**config.mk**
```make
export PLATFORM = sky130hd
export DESIGN_NAME = edf_ready_table_scheduler_top
export DESIGN_NICKNAME = d
export VERILOG_FILES = /design/src/edf_pkg.sv /design/src/edf_entry_ram.sv /design/src/edf_ctrl.sv /design/src/edf_ready_table_scheduler_top.sv
export VERILOG_INCLUDE_DIRS = /design/src /design/src/src
export SDC_FILE = /design/constraint.sdc
export NUM_CORES = 2
export LEC_CHECK = 0
export BUFFER_PORTS_ARGS = -buffer_cell sky130_fd_sc_hd__buf_2
export CORE_MARGIN = 10
export CORE_UTILIZATION = 45
export DETAILED_ROUTE_END_ITERATION = 12
export PLACE_DENSITY = 0.64
export SYNTH_ARGS = -nofsm -noshare
export SYNTH_HDL_FRONTEND = slang
export SYNTH_HIERARCHICAL = 1
export SYNTH_SLANG_ARGS = --single-unit
```
**constraint.sdc**
```tcl
create_clock -name clk -period 19.65 [get_ports clk]
set_clock_uncertainty 0.15 [all_clocks]
set_input_delay 3.93 -clock clk [delete_from_list [all_inputs] [get_ports clk]]
set_output_delay 3.93 -clock clk [all_outputs]
set_load 0.03 [all_outputs]
```
**src/edf_ready_table_scheduler_top_macros.svh**
```systemverilog
// assertion macros for the scheduler top level
`ifndef EDF_READY_TABLE_SCHEDULER_TOP_MACROS_SVH
`define EDF_READY_TABLE_SCHEDULER_TOP_MACROS_SVH

// same-cycle implication, checked outside reset
`define EDF_ASSERT_NOW(label, ante, cons) \
  label: assert property (@(posedge clk) disable iff (rst) (ante) |-> (cons)) \
    else $error("scheduler check failed");

// next-cycle implication, checked outside reset
`define EDF_ASSERT_NEXT(label, ante, cons) \
  label: assert property (@(posedge clk) disable iff (rst) (ante) |=> (cons)) \
    else $error("scheduler check failed");

`endif

```
**src/edf_pkg.sv**
```systemverilog
package edf_pkg;

  localparam int JOB_W   = 16;
  localparam int BURST_W = 16;
  localparam int TIME_W  = 24;
  localparam int SLACK_W = 26;

  localparam logic [TIME_W-1:0]         TIME_MAX  = {TIME_W{1'b1}};
  localparam logic signed [SLACK_W-1:0] SLACK_MIN = {1'b1, {(SLACK_W-1){1'b0}}};

  localparam logic REQ_ARRIVAL = 1'b0;
  localparam logic REQ_TICK    = 1'b1;

  localparam logic [2:0] OC_IDLE   = 3'd0;
  localparam logic [2:0] OC_RAN    = 3'd1;
  localparam logic [2:0] OC_FINISH = 3'd2;
  localparam logic [2:0] OC_ACCEPT = 3'd3;
  localparam logic [2:0] OC_REJECT = 3'd4;

  typedef struct packed {
    logic [JOB_W-1:0]          job;
    logic [BURST_W-1:0]        burst;
    logic [TIME_W-1:0]         due;
    logic signed [SLACK_W-1:0] slack;
  } entry_t;

  typedef struct packed {
    logic [2:0]         outcome;
    logic [JOB_W-1:0]   job;
    logic [TIME_W-1:0]  tstamp;
    logic [BURST_W-1:0] left;
  } result_t;

  typedef enum logic [2:0] {
    ST_IDLE,
    ST_ARR,
    ST_SCAN,
    ST_PICK,
    ST_DONE
  } state_t;

endpackage

```
**src/edf_entry_ram.sv**
```systemverilog
module edf_entry_ram #(
  parameter int DEPTH = 16,
  parameter int AW    = 4
) (
  input  logic            clk,
  input  logic            we,
  input  logic [AW-1:0]   waddr,
  input  edf_pkg::entry_t wdata,
  input  logic            re,
  input  logic [AW-1:0]   raddr,
  output edf_pkg::entry_t rdata
);
  import edf_pkg::*;

  entry_t mem [DEPTH];

  always_ff @(posedge clk) begin
    if (we) begin
      mem[waddr] <= wdata;
    end
  end

  always_ff @(posedge clk) begin
    if (re) begin
      rdata <= mem[raddr];
    end
  end

endmodule

```
**src/edf_ctrl.sv**
```systemverilog
module edf_ctrl #(
  parameter int READY_SLOTS = 16,
  parameter int IDX_W       = 4
) (
  input  logic                          clk,
  input  logic                          rst,
  input  logic                          req_valid,
  output logic                          req_ready,
  input  logic                          req_type,
  input  logic [edf_pkg::JOB_W-1:0]     job_id,
  input  logic [edf_pkg::BURST_W-1:0]   burst_len,
  input  logic [edf_pkg::TIME_W-1:0]    due_time,
  output logic                          mem_we,
  output logic [IDX_W-1:0]              mem_waddr,
  output edf_pkg::entry_t               mem_wdata,
  output logic                          mem_re,
  output logic [IDX_W-1:0]              mem_raddr,
  input  edf_pkg::entry_t               mem_rdata,
  output logic                          res_valid,
  input  logic                          res_ready,
  output edf_pkg::result_t              res
);
  import edf_pkg::*;

  localparam logic [IDX_W-1:0] LAST = IDX_W'(READY_SLOTS - 1);

  state_t state, state_next;

  logic [READY_SLOTS-1:0] slot_valid;
  logic [READY_SLOTS-1:0] slot_pend;
  logic [TIME_W-1:0]      now_time;

  logic [JOB_W-1:0]   req_job;
  logic [BURST_W-1:0] req_burst;
  logic [TIME_W-1:0]  req_due;

  logic [IDX_W-1:0] idx;
  logic             rd_on;
  logic             cmp_on;
  logic [IDX_W-1:0] cmp_idx;
  logic             found;
  entry_t           best;
  logic [IDX_W-1:0] best_idx;

  entry_t                    eff;
  entry_t                    new_entry;
  logic                      better;
  logic signed [SLACK_W-1:0] arr_slack;

  // entry a goes ahead of entry b
  function automatic logic goes_first(entry_t a, entry_t b);
    logic r;
    if (a.due != b.due) begin
      r = a.due < b.due;
    end else if (a.burst != b.burst) begin
      r = a.burst < b.burst;
    end else begin
      r = a.slack < b.slack;
    end
    return r;
  endfunction

  always_comb begin
    // apply the pending decrement from the last run tick
    eff = mem_rdata;
    if (slot_pend[cmp_idx] && (mem_rdata.slack != SLACK_MIN)) begin
      eff.slack = mem_rdata.slack - SLACK_W'(1);
    end
    better = !found || goes_first(eff, best);

    arr_slack = $signed({2'b00, req_due}) - $signed({10'b0, req_burst})
              - $signed({2'b00, now_time});
    new_entry.job   = req_job;
    new_entry.burst = req_burst;
    new_entry.due   = req_due;
    new_entry.slack = arr_slack;
  end

  always_ff @(posedge clk) begin
    if (rst) begin
      state <= ST_IDLE;
    end else begin
      state <= state_next;
    end
  end

  always_comb begin
    state_next = state;
    req_ready  = 1'b0;
    res_valid  = 1'b0;
    mem_we     = 1'b0;
    mem_waddr  = idx;
    mem_wdata  = new_entry;
    mem_re     = 1'b0;
    mem_raddr  = idx;
    case (state)
      ST_IDLE: begin
        req_ready = 1'b1;
        if (req_valid) begin
          state_next = (req_type == REQ_ARRIVAL) ? ST_ARR : ST_SCAN;
        end
      end
      ST_ARR: begin
        if (!slot_valid[idx]) begin
          mem_we     = 1'b1;
          state_next = ST_DONE;
        end else if (idx == LAST) begin
          state_next = ST_DONE;
        end
      end
      ST_SCAN: begin
        mem_re = rd_on;
        if (cmp_on) begin
          mem_we    = slot_valid[cmp_idx];
          mem_waddr = cmp_idx;
          mem_wdata = eff;
          if (cmp_idx == LAST) begin
            state_next = ST_PICK;
          end
        end
      end
      ST_PICK: begin
        mem_waddr       = best_idx;
        mem_wdata       = best;
        mem_wdata.burst = best.burst - BURST_W'(1);
        mem_we          = found && (best.burst != '0);
        state_next      = ST_DONE;
      end
      ST_DONE: begin
        res_valid = 1'b1;
        if (res_ready) begin
          state_next = ST_IDLE;
        end
      end
      default: begin
        state_next = ST_IDLE;
      end
    endcase
  end

  always_ff @(posedge clk) begin
    if (rst) begin
      slot_valid <= '0;
      slot_pend  <= '0;
      now_time   <= '0;
      rd_on      <= 1'b0;
      cmp_on     <= 1'b0;
      found      <= 1'b0;
    end else begin
      case (state)
        ST_IDLE: begin
          if (req_valid) begin
            idx   <= '0;
            rd_on <= (req_type == REQ_TICK);
            found <= 1'b0;
          end
        end
        ST_ARR: begin
          if (!slot_valid[idx]) begin
            slot_valid[idx] <= 1'b1;
            slot_pend[idx]  <= 1'b0;
          end else if (idx != LAST) begin
            idx <= idx + IDX_W'(1);
          end
        end
        ST_SCAN: begin
          cmp_on <= rd_on;
          if (rd_on) begin
            if (idx == LAST) begin
              rd_on <= 1'b0;
            end else begin
              idx <= idx + IDX_W'(1);
            end
          end
          if (cmp_on) begin
            slot_pend[cmp_idx] <= 1'b0;
            if (slot_valid[cmp_idx] && better) begin
              found <= 1'b1;
            end
          end
        end
        ST_PICK: begin
          if (now_time != TIME_MAX) begin
            now_time <= now_time + TIME_W'(1);
          end
          if (found) begin
            if (best.burst == '0) begin
              slot_valid[best_idx] <= 1'b0;
            end else begin
              // every live entry loses one unit of slack, applied on the next scan
              slot_pend <= slot_valid;
            end
          end
        end
        default: begin
        end
      endcase
    end
  end

  // payload registers
  always_ff @(posedge clk) begin
    case (state)
      ST_IDLE: begin
        if (req_valid) begin
          req_job   <= job_id;
          req_burst <= burst_len;
          req_due   <= due_time;
        end
      end
      ST_ARR: begin
        res.job    <= req_job;
        res.tstamp <= now_time;
        if (!slot_valid[idx]) begin
          res.outcome <= OC_ACCEPT;
          res.left    <= req_burst;
        end else begin
          res.outcome <= OC_REJECT;
          res.left    <= '0;
        end
      end
      ST_SCAN: begin
        cmp_idx <= idx;
        if (cmp_on && slot_valid[cmp_idx] && better) begin
          best     <= eff;
          best_idx <= cmp_idx;
        end
      end
      ST_PICK: begin
        res.tstamp <= now_time;
        if (!found) begin
          res.outcome <= OC_IDLE;
          res.job     <= '0;
          res.left    <= '0;
        end else if (best.burst == '0) begin
          res.outcome <= OC_FINISH;
          res.job     <= best.job;
          res.left    <= '0;
        end else begin
          res.outcome <= OC_RAN;
          res.job     <= best.job;
          res.left    <= best.burst - BURST_W'(1);
        end
      end
      default: begin
      end
    endcase
  end

endmodule

```
**src/edf_ready_table_scheduler_top.sv**
```systemverilog
// channel   signals                                       beat when
// request   req_valid req_ready req_type job_id           req_valid && req_ready
//           burst_len due_time
// response  rsp_valid rsp_ready outcome out_job           rsp_valid && rsp_ready
//           out_time left_burst
//
// a tick does one read a cycle from the entry ram, then a trailing compare,
// the pick and the hand-off to the response register
// an arrival walks up from slot 0 to the first free slot, or rejects at the last
// a new request is taken while the previous response still waits for rsp_ready
// rst is synchronous, active high; it clears valid and pending bits and time
// entry ram contents need no clearing: a slot's data is only used while valid
module edf_ready_table_scheduler_top #(
  parameter int READY_SLOTS = 16
) (
  input  logic                        clk,
  input  logic                        rst,
  input  logic                        req_valid,
  output logic                        req_ready,
  input  logic                        req_type,
  input  logic [edf_pkg::JOB_W-1:0]   job_id,
  input  logic [edf_pkg::BURST_W-1:0] burst_len,
  input  logic [edf_pkg::TIME_W-1:0]  due_time,
  output logic                        rsp_valid,
  input  logic                        rsp_ready,
  output logic [2:0]                  outcome,
  output logic [edf_pkg::JOB_W-1:0]   out_job,
  output logic [edf_pkg::TIME_W-1:0]  out_time,
  output logic [edf_pkg::BURST_W-1:0] left_burst
);
  import edf_pkg::*;

`include "edf_ready_table_scheduler_top_macros.svh"

  // slot index width, at least one bit
  localparam int IDX_W = (READY_SLOTS > 1) ? $clog2(READY_SLOTS) : 1;

  // entry ram ports
  logic             mem_we;
  logic [IDX_W-1:0] mem_waddr;
  entry_t           mem_wdata;
  logic             mem_re;
  logic [IDX_W-1:0] mem_raddr;
  entry_t           mem_rdata;

  // finished result from the controller
  logic    res_valid;
  logic    res_ready;
  result_t res;

  edf_entry_ram #(
    .DEPTH (READY_SLOTS),
    .AW    (IDX_W)
  ) u_ram (
    .clk   (clk),
    .we    (mem_we),
    .waddr (mem_waddr),
    .wdata (mem_wdata),
    .re    (mem_re),
    .raddr (mem_raddr),
    .rdata (mem_rdata)
  );

  edf_ctrl #(
    .READY_SLOTS (READY_SLOTS),
    .IDX_W       (IDX_W)
  ) u_ctrl (
    .clk       (clk),
    .rst       (rst),
    .req_valid (req_valid),
    .req_ready (req_ready),
    .req_type  (req_type),
    .job_id    (job_id),
    .burst_len (burst_len),
    .due_time  (due_time),
    .mem_we    (mem_we),
    .mem_waddr (mem_waddr),
    .mem_wdata (mem_wdata),
    .mem_re    (mem_re),
    .mem_raddr (mem_raddr),
    .mem_rdata (mem_rdata),
    .res_valid (res_valid),
    .res_ready (res_ready),
    .res       (res)
  );

  // response register: loads when empty or when its beat leaves this cycle
  assign res_ready = !rsp_valid || rsp_ready;

  always_ff @(posedge clk) begin
    if (rst) begin
      rsp_valid <= 1'b0;
    end else if (res_valid && res_ready) begin
      rsp_valid <= 1'b1;
    end else if (rsp_ready) begin
      rsp_valid <= 1'b0;
    end
  end

  always_ff @(posedge clk) begin
    if (res_valid && res_ready) begin
      outcome    <= res.outcome;
      out_job    <= res.job;
      out_time   <= res.tstamp;
      left_burst <= res.left;
    end
  end

  // the controller takes one request at a time
  `EDF_ASSERT_NEXT(a_one_req, req_valid && req_ready, !req_ready)
  // a handed-off result always shows up on the response side
  `EDF_ASSERT_NEXT(a_res_lands, res_valid && res_ready, rsp_valid)
  // an idle tick carries no job and no burst
  `EDF_ASSERT_NOW(a_idle_tick, rsp_valid && (outcome == OC_IDLE),
                  (out_job == '0) && (left_burst == '0))

endmodule

```
==> results.json <==
{
  "wl_per_cell_um": 28.4,
  "yosysTopAreaCell": "edfxtp_1",
  "drive_above_1_share_pct": 20.4,
  "leakage_uw": 0.0257,
  "fmax_mhz": 150,
  "final-setup-viol-count": 0,
  "synth_top_flop_cell": "edfxtp_1",
  "drtPass1Iterations": 6,
  "avgSynthCellArea_um2": 17.7,
  "slew_headroom_pct": 9.84,
  "cts_tree": "built",
  "synth-edff-count": 1662,
  "ctsHoldBuffers": 0,
  "grtUsageMet2_pct": 32.7,
  "grtUsageMet1_pct": 27.9,
  "rsz0062_at_grt": "false",
  "die_h_um": 415,
  "arrival_ns": 2.58,
  "yosysTopAreaCellShare_pct": 71.1,
  "place_inst": 6024,
  "ys_seq_area_share_pct": 72.9,
  "drc": 0,
  "reg2reg_slack_ns": 13.49,
  "grt_usage_pct": 20.5,
  "min_period_over_period_pct": 33.9,
  "postCtsSetupRepairBufs": 0,
  "antenna_found_initial": 1,
  "clk_pin_slew_ns": 0.06,
  "synth_async_sr_flop_share_pct": 0,
  "synth_compound_area_share_pct": 6.27,
  "syn-cell-area_um2": 70200,
  "fp.dieArea_um2": 172000,
  "fin_area_um2": 78900,
  "dpl_cell_area_um2": 73300,
  "crit_path_end_kind": "output port",
  "drv_slew": 0,
  "irDropWorstVdd_mv": 0.0954,
  "final-hold-violation-count": 0,
  "cts_buffers": 172,
  "power.density_nw_per_um2": 115,
  "core_um2": 155000,
  "dpl_worst_slack_ns": 13.67,
  "met3_usage_pct": 3.73,
  "ant_nets": 0,
  "clk_latency_ns": 0.84,
  "fin_setup_tns_ns": 0,
  "clockRootBuffer": "clkbuf_16",
  "fillCellCount": 12400,
  "grt_busiest_layer": "met2",
  "worst_pin_slew_ns": 1.35,
  "synth_fa_ha_area_share_pct": 2.05,
  "drt_wl_total_um": 180000,
  "rows": 144,
  "instances_no_fill": 6343,
  "hpwlAfterDp_um": 106000,
  "grt_max_degree": 113,
  "worstSetupPathType": "register to output port",
  "critPathLaunchType": "register",
  "syn2layout_area_growth_pct": 12.5,
  "cts_buffer_depth": 3,
  "htreeDepth": 4,
  "drt_iter0_drc": 4005,
  "gp_congestion": 0.928,
  "io_pins": 122,
  "synth_cell_types": 81,
  "fin_ws_ns": 12.99,
  "routed_via_density": 6.04,
  "synth.area.top_cells": "edfxtp_1 (71%), mux4_2 (11%), ha_1 (2.0%), a22oi_1 (1.8%), dfxtp_1 (1.8%)",
  "grt_overflow": 0,
  "grt_pass1_vias": 38300,
  "yosys_warnings": 6,
  "synth-xor-area-share_pct": 1.14,
  "io_buffers": 121,
  "muxShareOfSynthArea_pct": 11.1,
  "synth-simple-area-share_pct": 4.54,
  "critical_path_required_ns": 15.57,
  "grt_pass1_wl_um": 264000,
  "status": "complete, no violations",
  "finalCriticalPeriod_ns": 6.66,
  "synth_top_family_by_area": "multiplexers",
  "maxCapViolations": 0,
  "critPathMaxFanout": 24,
  "start_util_pct": 45.4,
  "nets": 4332,
  "post_cts_resized": 0,
  "ys_ff_latch": 1725,
  "synth_most_common_cell": "edfxtp_1",
  "synth_cells": 3963,
  "cts_sinks": 1725,
  "die_w_um": 415,
  "final_util_pct": 51.1,
  "syn-num-nets": 4138,
  "min_path_type": "register to register",
  "synthTopCellsByCount": "edfxtp_1 (1,662), mux4_2 (343), nand2_1 (261)",
  "via_count": 38300
}
## through the flow
step	hold WS, ns	power (uW)
floorplan	0.250	5420
global placement	0.255	5900
detailed placement	0.255	5930
CTS	0.268	9140
global route	0.270	9410
finish	0.267	9080
## critical path, cell delays in order (launching register included)
cell and delay (ns):
dfxtp_1 0.61, nor3_1 0.83, buf_2 0.34
## kinds of logic after synthesis
logic type      Yosys count
fa+ha+maj               114
compound gates          679
simple gates            685
flops                  1725
buf+inv                 322
xor+xnor                 91
mux                     347
## registers in the layout (all words and copies together) (netlist names), 24 cells and up
name	cells
u_ram/rdata	82
u_ctrl/best	82
u_ctrl/res	59
u_ctrl/now_time	24
u_ram/mem	1312
out_time	24
u_ctrl/req_due	24
## placed cells by master, fill, tap and decap left out, types with 18 or more instances in the layout
cell type	instances
edfxtp_1	1662
clkbuf_1	32
nand4_1	28
nand2b_1	18
dfxtp_1	62
mux4_2	343
nor2_1	178
buf_4	90
a21o_1	24
o21ai_0	101
clkinv_2	39
o21ai_1	18
clkbuf_16	175
inv_1	125
nor3_1	25
xnor2_1	70
o22ai_1	67
buf_2	121
ha_1	112
clkinv_1	32
nand2_1	260
a21oi_1	156
nand3_1	50
o31ai_1	20
a22oi_1	169
xor2_1	21
## path summary, 6_finish.rpt
kind | startpoint | endpoint | cells after the start
setup / recovery | u_ctrl/state[2] | req_ready | 2
setup reg to reg | u_ctrl/req_burst[2] | u_ram/mem[3][24] | 18
hold / removal | u_ctrl/res[16] | out_time[0] | 0
hold reg to reg | u_ctrl/res[16] | out_time[0] | 0
## where the power goes
part | internal [uW] | leakage (uW) | switching [uW] | total, uW
Sequential | 4450 | 0.0156 | 57.4 | 4510
Clock | 1820 | 0.00272 | 1410 | 3220
Combinational | 421 | 0.00739 | 930 | 1350
## layout make-up
class	instances	area (um2)	share of cell area (%)
Timing Repair Buffer	214	1340	1.70
Antenna cell	2	5.00	0.00634
Sequential cell	1725	51200	64.8
Clock inverter	107	1070	1.36
Inverter	128	482	0.610
Tap cell	2044	2560	3.24
Multi-Input combinational cell	1916	17800	22.6
Clock buffer	207	4500	5.70
## routing by layer
| layer | share of wire, % | routed length [um] | up-vias |
|---|---|---|---|
| met2 | 48 | 85700 | 1676 |
| met5 | 0 | 0 | - |
| met4 | 4.0 | 7280 | 0 |
| met3 | 7.7 | 13900 | 314 |
| met1 | 41 | 73000 | 20000 |
| li1 | - | - | 16300 |
No activity file was read; power rests on OpenSTA's default activity.
